==> src/hdl/vbnpm_pkg.sv <==
// Shared types and constants for the video bus nametable and palette map.
package vbnpm_pkg;

    // Default values for the top-level parameters.
    localparam int DEF_NT_SIZE    = 1024;
    localparam int DEF_NT_BANKS   = 4;
    localparam int DEF_COLOR_BITS = 6;

    // Bus address decoding.
    localparam int          ADDR_BITS   = 14;
    localparam int          NT_OFF_BITS = 13;
    localparam logic [13:0] NT_BASE     = 14'h2000;
    localparam logic [13:0] PAL_BASE    = 14'h3F00;
    localparam int          PAL_OFF_BITS = 5;
    localparam int          PAL_COUNT   = 24;
    localparam int          BG_COUNT    = 4;

    // Access codes.
    localparam logic ACT_READ  = 1'b0;
    localparam logic ACT_WRITE = 1'b1;

    // Configuration register indexes.
    localparam int          CFG_INDEX_BITS = 3;
    localparam int          SLOT_BITS      = 2;
    localparam int          SLOT_COUNT     = 4;
    localparam logic [2:0]  CFG_NT_SLOT_0  = 3'd0;
    localparam logic [2:0]  CFG_NT_SLOT_1  = 3'd1;
    localparam logic [2:0]  CFG_NT_SLOT_2  = 3'd2;
    localparam logic [2:0]  CFG_NT_SLOT_3  = 3'd3;

    typedef struct packed {
        logic        action;
        logic [15:0] address;
        logic [7:0]  write_data;
    } t_in_item;

    typedef struct packed {
        logic [7:0] read_data;
        logic       unmapped;
    } t_out_item;

    // Request from the sequencer to the palette register file.
    typedef struct packed {
        logic                    we;
        logic                    re;
        logic [PAL_OFF_BITS-1:0] offset;
    } t_pal_req;

endpackage

==> src/hdl/vbnpm_palette.sv <==
// Palette storage: four background colors and 24 palette entries, registered read.
module vbnpm_palette #(
    parameter int COLOR_BITS = vbnpm_pkg::DEF_COLOR_BITS
) (
    input  logic                  i_clk,
    input  logic                  i_rst_n,
    input  vbnpm_pkg::t_pal_req   i_req,
    input  logic [COLOR_BITS-1:0] i_wdata,
    output logic [COLOR_BITS-1:0] o_rdata
);
    import vbnpm_pkg::*;

    logic [COLOR_BITS-1:0] r_bg  [BG_COUNT];
    logic [COLOR_BITS-1:0] r_ent [PAL_COUNT];
    logic [COLOR_BITS-1:0] r_rdata;
    logic [1:0]            lo;
    logic [2:0]            grp;
    logic                  is_bg;
    logic [4:0]            ent_idx;

    assign lo    = i_req.offset[1:0];
    assign grp   = i_req.offset[4:2];
    assign is_bg = (lo == 2'd0);
    // Three entries per group of four offsets; the result never reaches 24.
    assign ent_idx = 5'({2'b00, grp} * 5'd3) + {3'b000, lo} - 5'd1;

    always_ff @(posedge i_clk) begin
        if (!i_rst_n) begin
            for (int i = 0; i < BG_COUNT; i++) begin
                r_bg[i] <= '0;
            end
            for (int i = 0; i < PAL_COUNT; i++) begin
                r_ent[i] <= '0;
            end
        end else if (i_req.we) begin
            if (is_bg) begin
                r_bg[grp[1:0]] <= i_wdata;
            end else begin
                r_ent[ent_idx] <= i_wdata;
            end
        end
    end

    always_ff @(posedge i_clk) begin
        if (i_req.re) begin
            r_rdata <= is_bg ? r_bg[grp[1:0]] : r_ent[ent_idx];
        end
    end

    assign o_rdata = r_rdata;

endmodule
==> config.mk <==
export PLATFORM = sky130hd
export DESIGN_NAME = vbnpm_palette
export DESIGN_NICKNAME = d
export VERILOG_FILES = /design/src/hdl/vbnpm_pkg.sv /design/src/hdl/vbnpm_palette.sv
export SDC_FILE = /design/constraint.sdc
export NUM_CORES = 1
export LEC_CHECK = 0
export ABC_CLOCK_PERIOD_IN_PS = 4480
export BUFFER_PORTS_ARGS = -buffer_cell sky130_fd_sc_hd__buf_4
export CORE_MARGIN = 3
export CORE_UTILIZATION = 63
export DETAILED_ROUTE_END_ITERATION = 8
export PLACE_DENSITY = 0.88
export SLEW_MARGIN = 20
export SYNTH_ARGS = -nofsm -noshare
export SYNTH_HDL_FRONTEND = slang
export SYNTH_SLANG_ARGS = --single-unit
==> constraint.sdc <==
create_clock -name i_clk -period 4.48 [get_ports i_clk]
set_input_delay 0.448 -clock i_clk [delete_from_list [all_inputs] [get_ports i_clk]]
set_output_delay 0.448 -clock i_clk [all_outputs]
set_load 0.05 [all_outputs]
After elaboration in Yosys (flattened, before gate mapping)

Memory sizes are Yosys's and may differ from the RTL's.
Cells that the tools add are included.

Input bits: 15
Bits in registers: 6
RAM bits: 168
Memories: 2
Output and inout port bits: 6

$add $sub $neg: 2
Mux-type cells: 16
Multipliers: 1
Reduce and logical (&&, ||, !) cells: 3

Memory list:

| memory | depth | width | rd ports | clocked after Yosys merged registers in | write ports | line                | RTL |
|---|---|---|---|---|---|---|---|
| r_ent  | 24    | 6     | 1        | 0                                       | 24          | vbnpm_palette.sv:14 | `logic [COLOR_BITS-1:0] r_ent [PAL_COUNT];` |
| r_bg   | 4     | 6     | 1        | 0                                       | 4           | vbnpm_palette.sv:13 | `logic [COLOR_BITS-1:0] r_bg [BG_COUNT];` |

Operators with widths:

| operator                                          | number |
|---|---|
| two-way mux 6 bit                                 | 3 |
| OR reduction 6 bit                                | 2 |
| two-way mux 1 bit                                 | 11 |
| adder 5 x 2 -> 5 bit                              | 1 |
| multiplier 3 x 2 -> 5 bit (second input constant) | 1 |
| two-way mux 5 bit                                 | 1 |
| subtractor 5 x 1 -> 5 bit (second input constant) | 1 |
| zero test 2 bit                                   | 1 |
| two-way mux 2 bit                                 | 1 |

Depth between registers and ports, before layout

Depth in word-level cells: 7
Depth in mapped cells: 15
Mapped depth without buffers: 11

Least setup slack after synthesis

No wires, ideal clock.

Path type: input port to flip-flop
From: input port i_req[3] in the netlist's numbering
To: memory r_ent[23][0] in the netlist's numbering, enable pin
Stages on the path: 13
Path slack: 0.574 ns
Buffers on the path: 3
Setup time: 0.377 ns
Data arrival time: 3.528 ns
Cell sequence: clkbuf_1 -> inv_1 -> ha_1 -> xnor2_1 -> xnor2_1 -> ha_1 -> fa_1 -> buf_2 -> buf_2 -> inv_1 -> nor2_1 -> nand2_1 -> o21ai_0

RTL lines:

| element     | line                | RTL |
|---|---|---|
| from (decl) | vbnpm_palette.sv:7  | `input vbnpm_pkg::t_pal_req i_req,` |
| to (decl)   | vbnpm_palette.sv:14 |  |

Worst setup path in the final report

From: input port i_req[2] in the netlist's numbering
To: register r_rdata[5], in the netlist o_rdata[5], data pin

Word-level cells in the longest chain between the ends: 5
Elaborated cells between the ends (all ways): 6

Ends and longest elaborated chain:

| element                   | line                | RTL |
|---|---|---|
| multiplier 3 x 2 -> 5 bit | vbnpm_palette.sv:25 | `assign ent_idx = 5'({2'b00, grp} * 5'd3) + {3'b000, lo} - 5'd1;` |
| adder 5 x 2 -> 5 bit      | vbnpm_palette.sv:25 |  |
| subtractor 5 x 1 -> 5 bit | vbnpm_palette.sv:25 |  |
| memory read (24 x 6 bit)  | --                  |  |
| two-way mux 6 bit (*)     | vbnpm_palette.sv:46 | `r_rdata <= is_bg ? r_bg[grp[1:0]] : r_ent[ent_idx];` |
| to (signal assigned)      | vbnpm_palette.sv:46 |  |
| to (decl)                 | vbnpm_palette.sv:15 | `logic [COLOR_BITS-1:0] r_rdata;` |

Mark *: on every way between the ends. The rest lies on a longest branch, timed or not.
A chain may end at the register's enable or synchronous reset.

==> results.md <==
* Reg2Reg Launch Point: r_ent[16][0]
* Flops & latches, synth at 222
* Cell Area, Synth at 10390 um2
* Synth Area in Compound Gates at 0.03252
* Vias in the first global route at 6153
* Drt wl/cell at 26.42 um
* Post-DP HPWL at 15860 um
* Clk slew on worst S/H paths at 70 ps
* DR vias/cell at 6.645
* Total track usage at 0.2754
* CP Data Arrival Time at 4010 ps
* Async SR Flop Fraction at 0
* CP endpoint kind: flop
* Yosys top cell by area: edfxtp_1
* Area of the multi-input gates at 3475 um2
* IO Pins at 21
* TritonCTS clock tree: yes
* Top cells by count, synth: edfxtp_1, and2_1, mux4_2
* H-tree depth at 1
* Rel. slew slack at 0.3053
* Final Hold Fails at 0
* Slew Limit Fails at 0
* Worst-Margin Slew at 1031 ps
* Port buffer count at 20
* Worst hold-check path type: in2reg
* Rows at 46
* Area contributors post-synth: edfxtp_1, mux4_2, and2_1
* Count leader, synth: edfxtp_1
* Reg-to-reg endpoint: o_rdata[0]
* Clk Latency, worst-skew pair at 510 ps
* Sequential Area at 6666 um2
* Pre-antenna DRT Iters at 5
* Post-CTS setup buffers at 0
* Startpoint Class: input pin
* Final Power at 5.137 mW
* Routed WL at 24410 um
* Crit path max fanout at 11
* Hold depth at 1
* Diode count at 0
* Crit path time final at 3782 ps
* Core Box Area at 16000 um2
* Die X at 134.4 um
* Final net count at 720
* Max-Cap Viols at 0
* Fill cells at 966
* Register area share after synthesis at 0.6417
* Synthesized Nets at 702
* Final Cycle Share at 0.8443
* Total number of vias at 6140
* Gpl congestion at 0.9526
* Cts repair resizes at 0
* Max Clk Rate at 0.2644 GHz
* Clock sink total at 222
* Status: completed
* Fraction of synthesized area in multiplexers at 0.1201
* Setup ws final at 697.8 ps
* Root Buffer: clkbuf_16
* Cells after Synth at 677
* RSZ-0062 raised after global routing: no
* Gr ovfl total at 0
* Setup violators final at 0
* Cts hold-fix bufs at 0
* Setup_tns at 0 ps
* Core Util, Final at 0.7147
* Largest family of logic cells by synthesized area: simple AND/OR/NAND/NOR gates
* Share of layout cells above drive strength 1 at 0.2218
* TritonCTS Buffers at 22
* XOR/XNOR Fraction of Synth Area at 0.006504
* Number of flops mapped to enable cells by yosys at 222
* Initial antenna violation count at 0
* Area share of fa/ha/maj cells after synthesis at 0.01349
* Mean Syn Cell Area at 15.35 um2
* Max clock buf depth at 3
* Hold_sp: i_req[5]
* Post-DRT Antenna Nets at 0
* Yosys cell types at 51
* Full die area at 18070 um2
* Reg2Reg Depth at 5
* R2R setup slack at 2420 ps
* Critical path required time at 4700 ps
* Max IR drop VDD at 0.0002917 V
* Post-synth top flop: edfxtp_1
* Crit Path Category: in2reg
* Initial core utilization at 0.6493
* Share of the synthesized area in the top cell type at 0.6417
* DRT iter0 DRCs at 861
* Synth Area in Simple Gates at 0.1607
* Die height at 134.4 um
* Pin count of the biggest net entering global routing at 46
* Skew final at 26.18 ps
* DRC viols at 0
* Hold Slack at 202.4 ps
* Power Density at 449.2 nW/um2
* Area growth syn-to-layout at 10.07%
* Min-Delay Endpoint: o_rdata[4]
* Setup WS pre-CTS at 335.0 ps
* Total leakage power at 3.949 nW
* Syn. warnings at 0
* First-pass GRT wire length at 37200 um
per-layer routing:
metal / track usage / share of wire
met5: 0 / 0
met1: 0.3736 / 0.36
met2: 0.4573 / 0.50
met3: 0.05401 / 0.10
met4: 0.08937 / 0.039
registers in the layout (all words and copies together) (netlist names):
| name | flops |
|---|---|
| r_ent | 192 |
| o_rdata | 6 |
| r_bg | 24 |
logic make-up (layout without fill, tap and decap cells):
logic type | after synthesis | count (layout)
muxes | 63 | 63
and+or+nand+nor | 273 | 273
DFF | 222 | 222
AOI/OAI and AO/OA | 48 | 48
adders and majority gates | 10 | 10
buffers and inverters | 55 | 86
xor gates and xnor gates | 6 | 6
worst max-delay path: stages:
cell	delay [ps]
buf_4	190
inv_1	140
ha_1	350
xnor2_1	150
xnor2_1	140
ha_2	200
fa_1	870
buf_4	270
mux2_2	350
o22ai_1	170
a221oi_1	110
a211oi_1	440
o21ai_0	170
placed cells by master, fill, tap and decap left out, drive strengths merged, types with 4 or more instances in the layout:
master / count
nand2: 22
a211oi: 4
nor2: 31
edfxtp: 222
ha: 8
inv: 13
nand2b: 24
mux2: 7
mux4: 48
clkbuf: 24
a21oi: 5
nor3: 31
xnor2: 4
buf: 36
o21ai: 10
a22oi: 9
nand3: 5
clkinv: 11
and2: 150
mux2i: 8
o22ai: 5
through the flow:
stage,cell area (um2),cells
finish,11430,924
global route,11430,924
CTS,11430,924
detailed placement,10760,887
global placement,10760,887
floorplan,10390,677
worst max path at each step:
stage	startpoint	slack, ps	depth (start not counted)	end
detailed placement	i_req[2]	340	13	o_rdata[5]
CTS	i_req[2]	820	13	o_rdata[5]
global route	i_req[2]	610	11	r_ent[9][3]
finish	i_req[2]	700	13	o_rdata[5]
global placement	i_req[2]	490	13	o_rdata[5]
floorplan	i_req[3]	570	13	r_ent[23][0]
where the power goes:
group          total, mW  internal (mW)  switching, mW
clock network       1.77           1.01          0.757
registers           2.46           2.41         0.0460
logic              0.911          0.345          0.566
total               5.14           3.77           1.37
layout make-up:
class,count,area share
Clock buffer,24,0.04880
Clock inverter,13,0.01061
Inverter,13,0.004267
Multi-Input combinational cell,400,0.3039
Sequential cell,222,0.5830
Tap cell,216,0.02363
Timing Repair Buffer,36,0.02582
No activity file was read; power rests on OpenSTA's default activity.
