<file path="src/hdl/vbnpm_pkg.sv">
// Shared types and constants for the video bus nametable and palette map.
package vbnpm_pkg;

    // Default values for the top-level parameters.
    localparam int DEF_NT_SIZE    = 1024;
    localparam int DEF_NT_BANKS   = 4;
    localparam int DEF_COLOR_BITS = 6;

    // Bus address decoding.
    localparam int          ADDR_BITS   = 14;
    localparam int          NT_OFF_BITS = 13;
    localparam logic [13:0] NT_BASE     = 14'h2000;
    localparam logic [13:0] PAL_BASE    = 14'h3F00;
    localparam int          PAL_OFF_BITS = 5;
    localparam int          PAL_COUNT   = 24;
    localparam int          BG_COUNT    = 4;

    // Access codes.
    localparam logic ACT_READ  = 1'b0;
    localparam logic ACT_WRITE = 1'b1;

    // Configuration register indexes.
    localparam int          CFG_INDEX_BITS = 3;
    localparam int          SLOT_BITS      = 2;
    localparam int          SLOT_COUNT     = 4;
    localparam logic [2:0]  CFG_NT_SLOT_0  = 3'd0;
    localparam logic [2:0]  CFG_NT_SLOT_1  = 3'd1;
    localparam logic [2:0]  CFG_NT_SLOT_2  = 3'd2;
    localparam logic [2:0]  CFG_NT_SLOT_3  = 3'd3;

    typedef struct packed {
        logic        action;
        logic [15:0] address;
        logic [7:0]  write_data;
    } t_in_item;

    typedef struct packed {
        logic [7:0] read_data;
        logic       unmapped;
    } t_out_item;

    // Request from the sequencer to the palette register file.
    typedef struct packed {
        logic                    we;
        logic                    re;
        logic [PAL_OFF_BITS-1:0] offset;
    } t_pal_req;

endpackage

</file>
<file path="src/hdl/vbnpm_nt_decode.sv">
// Nametable address decode: logical table and row offset, registered.
module vbnpm_nt_decode #(
    parameter int NT_SIZE = vbnpm_pkg::DEF_NT_SIZE
) (
    input  logic                              i_clk,
    input  logic                              i_load,
    input  logic [vbnpm_pkg::ADDR_BITS-1:0]   i_addr,
    output logic [1:0]                        o_logical,
    output logic [$clog2(NT_SIZE)-1:0]        o_row
);
    import vbnpm_pkg::*;

    localparam int ROW_BITS = $clog2(NT_SIZE);
    localparam logic [NT_OFF_BITS-1:0] MIRROR = NT_OFF_BITS'(4 * NT_SIZE);
    localparam logic [NT_OFF_BITS-1:0] TABLE  = NT_OFF_BITS'(NT_SIZE);
    // Largest range offset divided by the mirror span: the number of folds
    // that can ever be needed.
    localparam int FOLDS = (int'(PAL_BASE) - int'(NT_BASE) - 1) / (4 * NT_SIZE);

    logic [1:0]          r_logical;
    logic [ROW_BITS-1:0] r_row;
    logic [1:0]          n_logical;
    logic [ROW_BITS-1:0] n_row;

    always_comb begin
        logic [NT_OFF_BITS-1:0] off;
        logic [1:0]             lg;
        off = NT_OFF_BITS'(i_addr - NT_BASE);
        lg  = 2'd0;
        // Only as many mirror folds as the range can hold are built.
        for (int i = 0; i < FOLDS; i++) begin
            if (off >= MIRROR) begin
                off = off - MIRROR;
            end
        end
        for (int i = 0; i < 3; i++) begin
            if (off >= TABLE) begin
                off = off - TABLE;
                lg  = lg + 2'd1;
            end
        end
        n_logical = lg;
        n_row     = off[ROW_BITS-1:0];
    end

    always_ff @(posedge i_clk) begin
        if (i_load) begin
            r_logical <= n_logical;
            r_row     <= n_row;
        end
    end

    assign o_logical = r_logical;
    assign o_row     = r_row;

endmodule

</file>
<file path="config.mk">
export PLATFORM = sky130hd
export DESIGN_NAME = vbnpm_nt_decode
export DESIGN_NICKNAME = d
export VERILOG_FILES = /design/src/hdl/vbnpm_pkg.sv /design/src/hdl/vbnpm_nt_decode.sv
export SDC_FILE = /design/constraint.sdc
export NUM_CORES = 1
export LEC_CHECK = 0
export ABC_CLOCK_PERIOD_IN_PS = 3500
export BUFFER_PORTS_ARGS = -buffer_cell sky130_fd_sc_hd__buf_2
export CORE_MARGIN = 2
export CORE_UTILIZATION = 33
export CTS_BUF_LIST = sky130_fd_sc_hd__clkbuf_4 sky130_fd_sc_hd__clkbuf_8 sky130_fd_sc_hd__clkbuf_16
export DETAILED_ROUTE_END_ITERATION = 7
export PLACE_DENSITY_LB_ADDON = 0.05
export SLEW_MARGIN = 20
export SYNTH_ARGS = -nofsm -noshare
export SYNTH_HDL_FRONTEND = slang
export SYNTH_SLANG_ARGS = --single-unit
</file>
<file path="constraint.sdc">
create_clock -name i_clk -period 3.5 [get_ports i_clk]
set_clock_uncertainty 0.2 [all_clocks]
set_input_delay 0 -clock i_clk [delete_from_list [all_inputs] [get_ports i_clk]]
set_output_delay 0 -clock i_clk [all_outputs]
set_load 0.01 [all_outputs]
</file>
Word-level counts from Yosys, hierarchy flattened --
Cells that the tools add are included.
Storage, ports and cells: register bits 12, input port bits 16, output and inout port bits 12, word-level logic and storage cells 20
Operators by class: add/subtract/negate cells 7, magnitude comparators 4, multiplexer cells 7
Operators by type and width (number):
- $ge 13x11->1 const B | 3
- $mux 13 | 3
- $sub 13x11->13 const B | 2
- $ge 13x13->1 const B | 1
- $sub 13x1->13 const B | 1
- $sub 13x13->13 const B | 1
- $mux 10 | 1
- $sub 10x1->10 const B | 1
- $add 2x1->2 const B | 2
- $mux 2 | 2
- $mux 1 | 1

Longest topological paths before layout --
Gate-level depths: netlist of the first run.
depth in word-level cells 9, mapped depth 10, mapped depth without buffers 10

Least setup slack after synthesis of the first run --
Ideal clock, no wire load.
kind input port to flip-flop, start point in i_addr[1] in the netlist's numbering, end point reg r_logical[0] (netlist: o_logical[0]), data pin, setup time 0.257 ns, data arrival time 2.143 ns, required time 3.043 ns, path slack 0.899 ns, stages on the path 10, buffers on the path 0, path through or4_4 -> nor4_4 -> a211oi_1 -> or2_2 -> ha_1 -> nand2b_1 -> o211ai_1 -> a21o_2 -> o21ba_2 -> xor2_1
Between the ends: longest elaborated chain between the ends 9
RTL lines:
- start, declared | RTL line vbnpm_nt_decode.sv:7 | input logic [vbnpm_pkg::ADDR_BITS-1:0] i_addr,
- $sub 13x1->13 * | RTL line vbnpm_nt_decode.sv:28 | off = NT_OFF_BITS'(i_addr - NT_BASE);
- $sub 13x13->13 / $ge 13x13->1 (equally long branches) | RTL line vbnpm_nt_decode.sv:33, vbnpm_nt_decode.sv:32
- $mux 13 * | RTL line vbnpm_nt_decode.sv:32 | if (off >= MIRROR) begin
- $sub 13x11->13 / $ge 13x11->1 (equally long branches) | RTL line vbnpm_nt_decode.sv:38, vbnpm_nt_decode.sv:37
- $mux 13 / $mux 1 (equally long branches) | RTL line vbnpm_nt_decode.sv:37 | if (off >= TABLE) begin
- $sub 13x11->13, or another cell as far along | RTL line vbnpm_nt_decode.sv:38 | off = off - TABLE;
- $mux 13 / $mux 2 (equally long branches) | RTL line vbnpm_nt_decode.sv:37
- $ge 13x11->1 / $add 2x1->2 (equally long branches) | RTL line vbnpm_nt_decode.sv:37, vbnpm_nt_decode.sv:39
- $mux 2 * | RTL line vbnpm_nt_decode.sv:37
- named net n_logical[0] | RTL line vbnpm_nt_decode.sv:22 | logic [1:0] n_logical;
- end signal, assigned | RTL line vbnpm_nt_decode.sv:48 | r_logical <= n_logical;
- end, declared | RTL line vbnpm_nt_decode.sv:20 | logic [1:0] r_logical;
The timed path passes the listed nets; every way through them passes the cells marked *. A chain may end at the register's enable or synchronous reset.

Final worst setup path of the first run --
Ends and elaborated chain as after synthesis.

==> results of run 1 <==
==> layer usage <==
metal | GRT usage, % | part of all wire, % | vias up
li1 | - | - | 260
met1 | 11.4 | 41 | 225
met2 | 19.2 | 51 | 16
met3 | 2.78 | 6.4 | 2
met4 | 5.71 | 1.0 | 0
met5 | 0 | 0 | -
==> power by group through the flow <==
stage          logic [mW]  clock network (mW)  registers (mW)
6_report           0.0707              0.0817           0.176
5_1_grt            0.0781              0.0929           0.177
4_1_cts            0.0711              0.0854           0.176
3_5_place_dp       0.0616                   0           0.179
3_3_place_gp       0.0617                   0           0.179
2_1_floorplan      0.0255                   0           0.188
==> sequential cells by signal, indices dropped and copies added (netlist names) <==
name	flops
o_row	10
o_logical	2
==> layout make-up <==
class	instances	area, um^2	share of cell area [%]
sequential	12	360	38.1
clock inverter	1	3.75	0.397
timing repair buffer	36	235	24.9
inverter	6	22.5	2.38
multi-input combinational	31	267	28.2
tap	27	33.8	3.58
clock buffer	3	22.5	2.38
==> cell usage in the layout (no fill, tap or decap) <==
cell and instances:
or2_2 1, o21ba_2 1, a21o_2 1, xor2_1 1, clkinv_1 1, or4_4 1
o21bai_1 1, buf_2 25, a31oi_1 1, dlygate4sd3_1 11, o211ai_1 1, clkbuf_4 3
nand2b_1 1, inv_1 6, mux2i_1 1, o21ai_0 2, a21oi_1 2, nor2_1 2
nand2_1 3, or4_1 1, and3b_1 1, nor4_4 1, edfxtp_1 12, a211oi_1 1
ha_1 8
==> cells by family (layout without fill, tap and decap cells) <==
| family | after synthesis | in the layout | synth area share [%] |
|---|---|---|---|
| xor gates and xnor gates | 1 | 1 | 1.35 |
| DFF | 12 | 12 | 55.5 |
| AOI/OAI and AO/OA | 10 | 10 | 10.4 |
| buffers and inverters | 6 | 46 | 3.47 |
| adders and majority gates | 8 | 8 | 15.4 |
| muxes | 1 | 1 | 1.54 |
| and+or+nand+nor | 11 | 11 | 12.3 |
==> worst max-delay path: cells and delay by family <==
| family | cells | cell delay [ps] |
|---|---|---|
| AND/OR/NAND/NOR | 4 | 1260 |
| adder cells (fa/ha/maj) | 1 | 230 |
| AO/OA/AOI/OAI | 4 | 690 |
| XOR/XNOR | 1 | 130 |
| buffers and inverters | 2 | 660 |
==> timing repair <==
| item | 4_1_cts | 5_1_grt |
|---|---|---|
| hold buffers | 11 | 0 |
| resized for setup | 0 | 0 |
| setup buffers | 0 | 0 |
| endpoints found under the hold margin | 22 | 0 |
| setup endpoints to repair | 0 | 0 |
==> through the flow <==
step	util (%)	power [mW]	worst slack, ps
floorplan	-	0.213	899
global placement	42.5	0.241	602
detailed placement	42.5	0.241	611
CTS	49.7	0.332	328
global route	49.7	0.348	256
finish	49.7	0.328	342
==> worst max-delay path by stage <==
stage          startpoint                      to  cells after the start
4_1_cts         i_addr[1]  o_logical[0]$_DFFE_PP_                     12
3_5_place_dp    i_addr[1]  o_logical[0]$_DFFE_PP_                     11
5_1_grt         i_addr[1]  o_logical[0]$_DFFE_PP_                     12
2_1_floorplan   i_addr[1]  o_logical[0]$_DFFE_PP_                     10
6_report        i_addr[1]  o_logical[0]$_DFFE_PP_                     12
3_3_place_gp    i_addr[1]  o_logical[0]$_DFFE_PP_                     11
==> summary.txt, run 1 <==
CP Max Fanout -> 5
post-DP HPWL -> 816 um
Worst-path clk slew -> 70 ps
fillers -> 180
Slew HR -> 68.1%
I/O pins -> 28
synth top area cells -> edfxtp_1 (55%), ha_1 (15%), inv_1 (3.5%)
hold path endpoint -> o_logical[0]$_DFFE_PP_
diodes inserted -> 0
Pwr per Cell Area -> 347 nW/um^2
RePlAce Congestion -> 0.711
critical-path cell list -> dlygate4sd3_1, buf_2, or4_4, nor4_4, a211oi_1, or2_2, ha_1, nand2b_1, o211ai_1, a21o_2, o21ba_2, xor2_1
initial core utilization -> 34.1%
top-count cell post-synth -> edfxtp_1
internal power -> 250 uW
CP required -> 3320 ps
most instantiated cells after synthesis -> edfxtp_1 (12), ha_1 (8), inv_1 (6), nand2_1 (3)
Crit. End Element -> flip-flop
full die area -> 2340 um^2
Root Driver -> clkbuf_4
clock power share -> 24.9%
status -> finished clean
synthesized instance count -> 49
Seq pwr share -> 53.5%
crit path kind -> in2reg
hold depth -> 5
hold_ws -> 196 ps
count of state elements after synthesis -> 12
Synth Flop Type -> edfxtp_1
Setup-failing EPs final -> 0
Max Transition Viols Final -> 0
post-synth top area cell -> edfxtp_1
Comb power frac -> 21.6%
initial antenna violation count -> 0
Die H -> 48.4 um
Net Sw Frac -> 23.6%
final std cells w/o fill -> 116
CTS tree -> yes
routed vias/inst -> 4.34
dpl cell area -> 808 um^2
Ys Warns -> 0
Initial DRT Pass Iterations -> 3
number of CTS-inserted buffers -> 3
layout cells sized above 1 -> 37.1%
Slowest-stage cell, CP -> or4_4
NetSw -> 77.5 uW
Async SR Flop Fraction -> 0%
RSZ-0062 raised after global routing -> no
post-synth top area share -> 55.5%
MaxCap Viol Count -> 0
CP peak stage delay -> 540 ps
Slew @ Worst Pin -> 476 ps
fmax -> 317 MHz
core area -> 1900 um^2
Synthesized Nets -> 73
Post-synth EDFFs -> 12
Leak Pwr -> 0.420 nW
Final Cell Area -> 945 um^2
post-synthesis sequential area ratio -> 55.5%
Initial DRC Count -> 4
Netlist Area Pre-Place -> 649 um^2
startpoint types -> primary input
vias -> 503
count of final hold-check violations -> 0
VDD IR max -> 0.000134 V
largest net degree at the start of global routing -> 13
total grt overflow -> 0
library cells used by synthesis -> 21
Placed Instances -> 101
Total GRT Usage -> 10.7%
fin crit share -> 90.2%
worst hold start -> i_addr[11]
first-pass GRT wire length -> 1.94 mm
number of global-route vias before repair -> 472
Std-Cell Rows -> 16
CP Data Arrival Time -> 2970 ps
clock net sink count -> 12
detailed-route wire length -> 1.18 mm
Residual DRC -> 0
Final min period -> 3160 ps
clock buffer depth -> 2
Detail Route Antenna Nets -> 0
number of port buffers -> 25
Area Growth Syn to Fin -> 45.5%
worst hold path type -> in2reg
synthesized area per cell -> 13.3 um^2
WL/cell -> 10.2 um
layout net count -> 114
H-Tree Depth -> 1
total negative slack -> 0 ps
Die Width -> 48.4 um
(Power assumes the default switching activity.)
==> inputs of run 2 (changes only) <==
ABC_AREA = 1   (was default)
CTS_CLUSTER_SIZE = 24   (was default)
==> run 2 against run 1 <==
Against the previous run:
- first-iteration DRC count up 25%
- die area rose by 7.0%
- count of clock-buffer cells in the layout unchanged
- sequential cell count stayed put
- largest power group unchanged
- combinational power increased by 12%
- worst hold slack improved by 63 ps
- clock power is essentially flat
- sequential power hardly changed
- highest routed layer unchanged
- global-route usage increased by 1.5 points
- routed wire length grew 1.6%
==> summary.txt, run 2 <==
detailed-route wire length -> 1.20 mm (+1.6%)
CP endpoint -> o_logical[0]$_DFFE_PP_
Std-Cell Rows -> 16 (unchanged)
clock net sink count -> 12 (unchanged)
count of state elements after synthesis -> 12 (unchanged)
Async SR Flop Fraction -> 0% (unchanged)
Initial DRT Pass Iterations -> 4 (+1)
Pwr per Cell Area -> 339 nW/um^2 (-2.5%)
post-DP HPWL -> 916 um (+12%)
MaxCap Viol Count -> 0 (unchanged)
number of global-route vias before repair -> 529 (+12%)
diodes inserted -> 0 (unchanged)
Post-synth EDFFs -> 12 (unchanged)
CP Max Fanout -> 7 (+2)
CTS tree -> yes
full die area -> 2500 um^2 (+7.0%)
vias -> 532 (+5.8%)
top-count cell post-synth -> edfxtp_1
post-synth top area share -> 51.5% (-4.0 points)
layout cells sized above 1 -> 38.5% (+1.4 points)
Area Growth Syn to Fin -> 42.2%
I/O pins -> 28 (unchanged)
fmax -> 456 MHz (+44%)
Ys Warns -> 0 (unchanged)
hold_ws -> 259 ps (+62.9 ps)
startpoint types -> primary input
Initial DRC Count -> 5 (+1)
Synth Flop Type -> edfxtp_1
post-synth top area cell -> edfxtp_1
most instantiated cells after synthesis -> edfxtp_1 (12), nand2_1 (11), ha_1 (8), inv_1 (7), nor2_1 (7)
Synthesized Nets -> 88 (+21%)
worst hold path type -> in2reg
total negative slack -> 0 ps (unchanged)
most frequent cells in the layout -> buf_2 (25), edfxtp_1 (12), nand2_1 (11), dlygate4sd3_1 (11), ha_1 (8)
initial antenna violation count -> 0 (unchanged)
max reg flops -> 10 (unchanged)
synthesized instance count -> 64 (+31%)
CP required -> 3320 ps (about the same)
Detail Route Antenna Nets -> 0 (unchanged)
number of CTS-inserted buffers -> 3 (unchanged)
Max Transition Viols Final -> 0 (unchanged)
H-Tree Depth -> 1 (unchanged)
commonest non-fill, non-tap cell in the layout -> buf_2
Crit. End Element -> flip-flop
routed vias/inst -> 4.06 (-6.3%)
fin crit share -> 62.7% (-28 points)
RSZ-0062 raised after global routing -> no
synth top area cells -> edfxtp_1 (52%), ha_1 (14%), nand2_1 (5.9%)
VDD IR max -> 0.000136 V (+1.6%)
clock buffer depth -> 2 (unchanged)
post-synthesis sequential area ratio -> 51.5% (-4.0 points)
Setup-failing EPs final -> 0 (unchanged)
CP Data Arrival Time -> 2010 ps (-960 ps)
layout net count -> 129 (+13%)
number of port buffers -> 25 (unchanged)
worst hold start -> i_addr[10]
Slew HR -> 82.4% (+14 points)
Die H -> 50.0 um (+3.5%)
crit path kind -> in2reg
Final min period -> 2190 ps (-964 ps)
core area -> 1980 um^2 (+4.2%)
library cells used by synthesis -> 17 (-19%)
Slew @ Worst Pin -> 263 ps (-213 ps)
Netlist Area Pre-Place -> 699 um^2 (+7.7%)
WL/cell -> 9.15 um (-10%)
Total GRT Usage -> 12.2% (+1.5 points)
Root Driver -> clkbuf_4
status -> finished clean
setup repair bufs after CTS -> 0 (unchanged)
largest net degree at the start of global routing -> 13 (unchanged)
total grt overflow -> 0 (unchanged)
Die Width -> 50.0 um (+3.5%)
initial core utilization -> 35.3% (+1.1 points)
Worst-path clk slew -> 70 ps (about the same)
first-pass GRT wire length -> 2.26 mm (+16%)
count of final hold-check violations -> 0 (unchanged)
RePlAce Congestion -> 0.688 (-3.2%)
synthesized area per cell -> 10.9 um^2 (-18%)
Residual DRC -> 0 (unchanged)
Critical Path Start -> i_addr[3]
Leak Pwr -> 0.469 nW (+12%)
-- run 2: changes by cell type in the layout (fill, tap and decap cells not counted), sizes merged, moves of 2 or more --
cell / before / now
a21oi: 2 / 0
inv: 6 / 9
nand2: 3 / 16
nand3: 0 / 4
nand4: 0 / 2
nor2: 2 / 10
or4: 2 / 0
-- run 2: routing by layer --
layer | vias up | part of all wire (%) | track usage, %
li1 | 287 | - | -
met1 | 227 | 39 | 13.3
met2 | 16 | 54 | 21.1
met3 | 2 | 5.2 | 2.12
met4 | 0 | 2.1 | 8.33
met5 | - | 0 | 0
-- run 2: how the worst min path moves through the flow --
stage	end	slack, ps	cells after the start
final	o_logical[1]$_DFFE_PP_	260	6
after global routing	o_row[1]$_DFFE_PP_	270	2
after CTS	o_logical[1]$_DFFE_PP_	260	6
after detailed placement	o_row[4]$_DFFE_PP_	-7	1
after global placement	o_row[1]$_DFFE_PP_	-1	1
after floorplan	o_row[0]$_DFFE_PP_	-100	0
-- run 2: layout make-up --
class / instances / area [um^2]
clock buffers: 3 / 22.5
clock inverters: 1 / 3.75
fillers: 202 / 987
inverters: 10 / 37.5
multi-input cells: 42 / 302
flip-flops and latches: 12 / 360
well taps: 27 / 33.8
repair buffers: 36 / 235
-- run 2: cells by family (layout without fill, tap and decap cells) --
kind of cell	after synthesis	after routing	share of synthesized area (%)
compound gates	1	1	0.715
simple gates	33	33	28.1
buf+inv	10	50	5.37
fa+ha+maj	8	8	14.3
flops	12	12	51.5
-- run 2: critical path: stages --
cell and delay (ps):
dlygate4sd3_1 540, buf_2 130, nor2_1 90, nand2_1 80, nor2_1 100, nand2_1 100
nand2_4 120, nand2_2 80, ha_1 280, clkinv_1 80, nor2_4 110, nand3_2 60
nand2_2 80, nand2_2 50, nand2_1 50, nand2_1 40
-- run 2: repair_timing --
action	4_1_cts	5_1_grt
hold endpoints to repair	22	0
hold buffers	11	0
gates resized for setup	0	0
-- run 2: power by group --
| group | switching, mW | total (mW) | leakage (nW) | internal (mW) |
|---|---|---|---|---|
| Clock | 0.0408 | 0.0819 | 0.0154 | 0.0411 |
| Combinational | 0.0428 | 0.0792 | 0.336 | 0.0364 |
| Sequential | 0.00227 | 0.176 | 0.118 | 0.173 |
-- run 2: stage by stage --
step	area [um^2]	total power [mW]	util, %	setup WS [ps]	std cells
finish	995	0.337	50.2	1310	131
CTS	995	0.342	50.2	1270	131
detailed placement	858	0.250	43.3	1390	116
global placement	858	0.249	43.3	1420	116
floorplan	699	0.221	-	1730	64
global route	995	0.361	50.2	1120	131
==> inputs of run 3 (changes only) <==
ABC_CLOCK_PERIOD_IN_PS = 1870   (was 3500)
clock period = 1.87 ns   (was 3.5 ns; I/O delays follow)
==> run 3 against run 2 <==
Against the previous run:
- first-iteration DRC count fell by 40%
- worst hold slack lost 190 ps
- die area did not move
- global-route usage fell by 0.61 points
- via count up 3.0%
- total power grew 91%
- setup slack got worse by 1100 ps
- routed wire length decreased by 3.5%
- clock power rose by 88%
- critical path type unchanged
- largest cell class unchanged
==> summary.txt, run 3 (same netlist as run 2, synthesis figures left out) <==
Std-Cell Rows -> 16 (unchanged)
Setup-failing EPs final -> 0 (unchanged)
status -> finished clean
number of CTS-inserted buffers -> 3 (unchanged)
full die area -> 2500 um^2 (unchanged)
RePlAce Congestion -> 0.648 (-5.8%)
Pwr per Cell Area -> 615 nW/um^2 (+81%)
total negative slack -> 0 ps (unchanged)
clock buffer depth -> 2 (unchanged)
layout net count -> 136 (+5.4%)
fin crit share -> 87.3%
hold_ws -> 72.1 ps (-187 ps)
max reg flops -> 10 (unchanged)
worst hold path type -> in2reg
clock net sink count -> 12 (unchanged)
Slew @ Worst Pin -> 263 ps (-0.489 ps)
post-DP HPWL -> 908 um (-0.91%)
Final Util -> 52.8% (+2.7 points)
Total GRT Usage -> 11.5% (-0.61 points)
Seq. cell area -> 360 um^2 (unchanged)
startpoint types -> primary input
number of hold buffers added after cts -> 11 (unchanged)
I/O pins -> 28 (unchanged)
Die Width -> 50.0 um (unchanged)
CP required -> 1700 ps (-1620 ps)
Residual DRC -> 0 (unchanged)
CTS tree -> yes
total grt overflow -> 0 (unchanged)
largest net degree at the start of global routing -> 13 (unchanged)
core area -> 1980 um^2 (unchanged)
routed vias/inst -> 3.97 (-2.2%)
H-Tree Depth -> 1 (unchanged)
count of final hold-check violations -> 0 (unchanged)
Area Growth Syn to Fin -> 49.7%
initial core utilization -> 35.3% (unchanged)
fmax -> 613 MHz
Die H -> 50.0 um (unchanged)
Initial DRC Count -> 3 (-2)
number of port buffers -> 25 (unchanged)
diodes inserted -> 0 (unchanged)
final setup margin -> 238 ps (-1070 ps)
first-pass GRT wire length -> 2.13 mm (-5.8%)
detailed-route wire length -> 1.16 mm (-3.5%)
commonest non-fill, non-tap cell in the layout -> buf_2
vias -> 548 (+3.0%)
Detail Route Antenna Nets -> 0 (unchanged)
dpl ws -> -55.3 ps (-1450 ps)
most frequent cells in the layout -> buf_2 (25), edfxtp_1 (12), nand2_1 (11), dlygate4sd3_1 (11), ha_1 (8)
RSZ-0062 raised after global routing -> no
initial antenna violation count -> 0 (unchanged)
Root Driver -> clkbuf_4
WL/cell -> 8.38 um (-8.4%)
Leak Pwr -> 0.502 nW (+7.0%)
setup repair bufs after CTS -> 0 (unchanged)
Initial DRT Pass Iterations -> 2 (-2)
layout cells sized above 1 -> 42.3% (+3.9 points)
CP Max Fanout -> 3 (-4)
fillers -> 202 (unchanged)
crit path kind -> in2reg
VDD IR max -> 0.000235 V (+73%)
MaxCap Viol Count -> 0 (unchanged)
Crit. End Element -> flip-flop
Slew HR -> 82.5% (about the same)
Max Transition Viols Final -> 0 (unchanged)
Worst-path clk slew -> 70 ps (about the same)
footprint of the multi-input gates -> 302 um^2 (unchanged)
post_cts resized -> 0 (unchanged)
number of global-route vias before repair -> 548 (+3.6%)
CP Data Arrival Time -> 1460 ps (-550 ps)
Final min period -> 1630 ps
## run 3: cell types whose count changed in the layout (fill, tap and decap cells not counted), sizes merged
cell	before	now
buf	25	32
## run 3: metal layers
| metal | track usage (%) | up-vias | routed length, um |
|---|---|---|---|
| li1 | - | 302 | - |
| met4 | 8.33 | 0 | 19 |
| met2 | 20.0 | 16 | 589 |
| met5 | 0 | - | 0 |
| met3 | 4.24 | 2 | 98 |
| met1 | 11.1 | 228 | 449 |
## run 3: worst paths after layout
path / from / endpoint / slack, ps / cells past startpoint
min: i_addr[0] / o_logical[0]$_DFFE_PP_ / 70 / 5
max: i_addr[11] / o_logical[0]$_DFFE_PP_ / 240 / 16
## run 3: report_power, final
part / total, mW / switching, mW / internal (mW)
logic: 0.160 / 0.0811 / 0.0792
clock network: 0.154 / 0.0770 / 0.0770
registers: 0.329 / 0.00471 / 0.325
## run 3: final cells by class
class	count	share of cell area (%)
clock buffer	3	2.15
clock inverter	1	0.358
inverter	10	3.58
multi-input combinational	42	28.8
sequential	12	34.4
tap	27	3.23
timing repair buffer	43	27.5
## run 3: stage by stage
stage               instance area [um^2]  power (mW)  std cells
finish                              1050       0.644        138
global route                        1050       0.695        138
CTS                                 1050       0.655        138
detailed placement                   911       0.481        123
global placement                     911       0.480        123
floorplan                            699       0.413         64
## run 3: critical path: stages
cell and delay [ps]:
buf_2 100, inv_1 60, ha_1 150, nand2_1 50, nor2_1 90, nand2_1 90
nand2_4 90, nand2_2 50, ha_1 270, clkinv_1 90, nor2_4 110, nand3_2 60
nand2_2 80, nand2_2 60, nand2_1 60, nand2_1 40
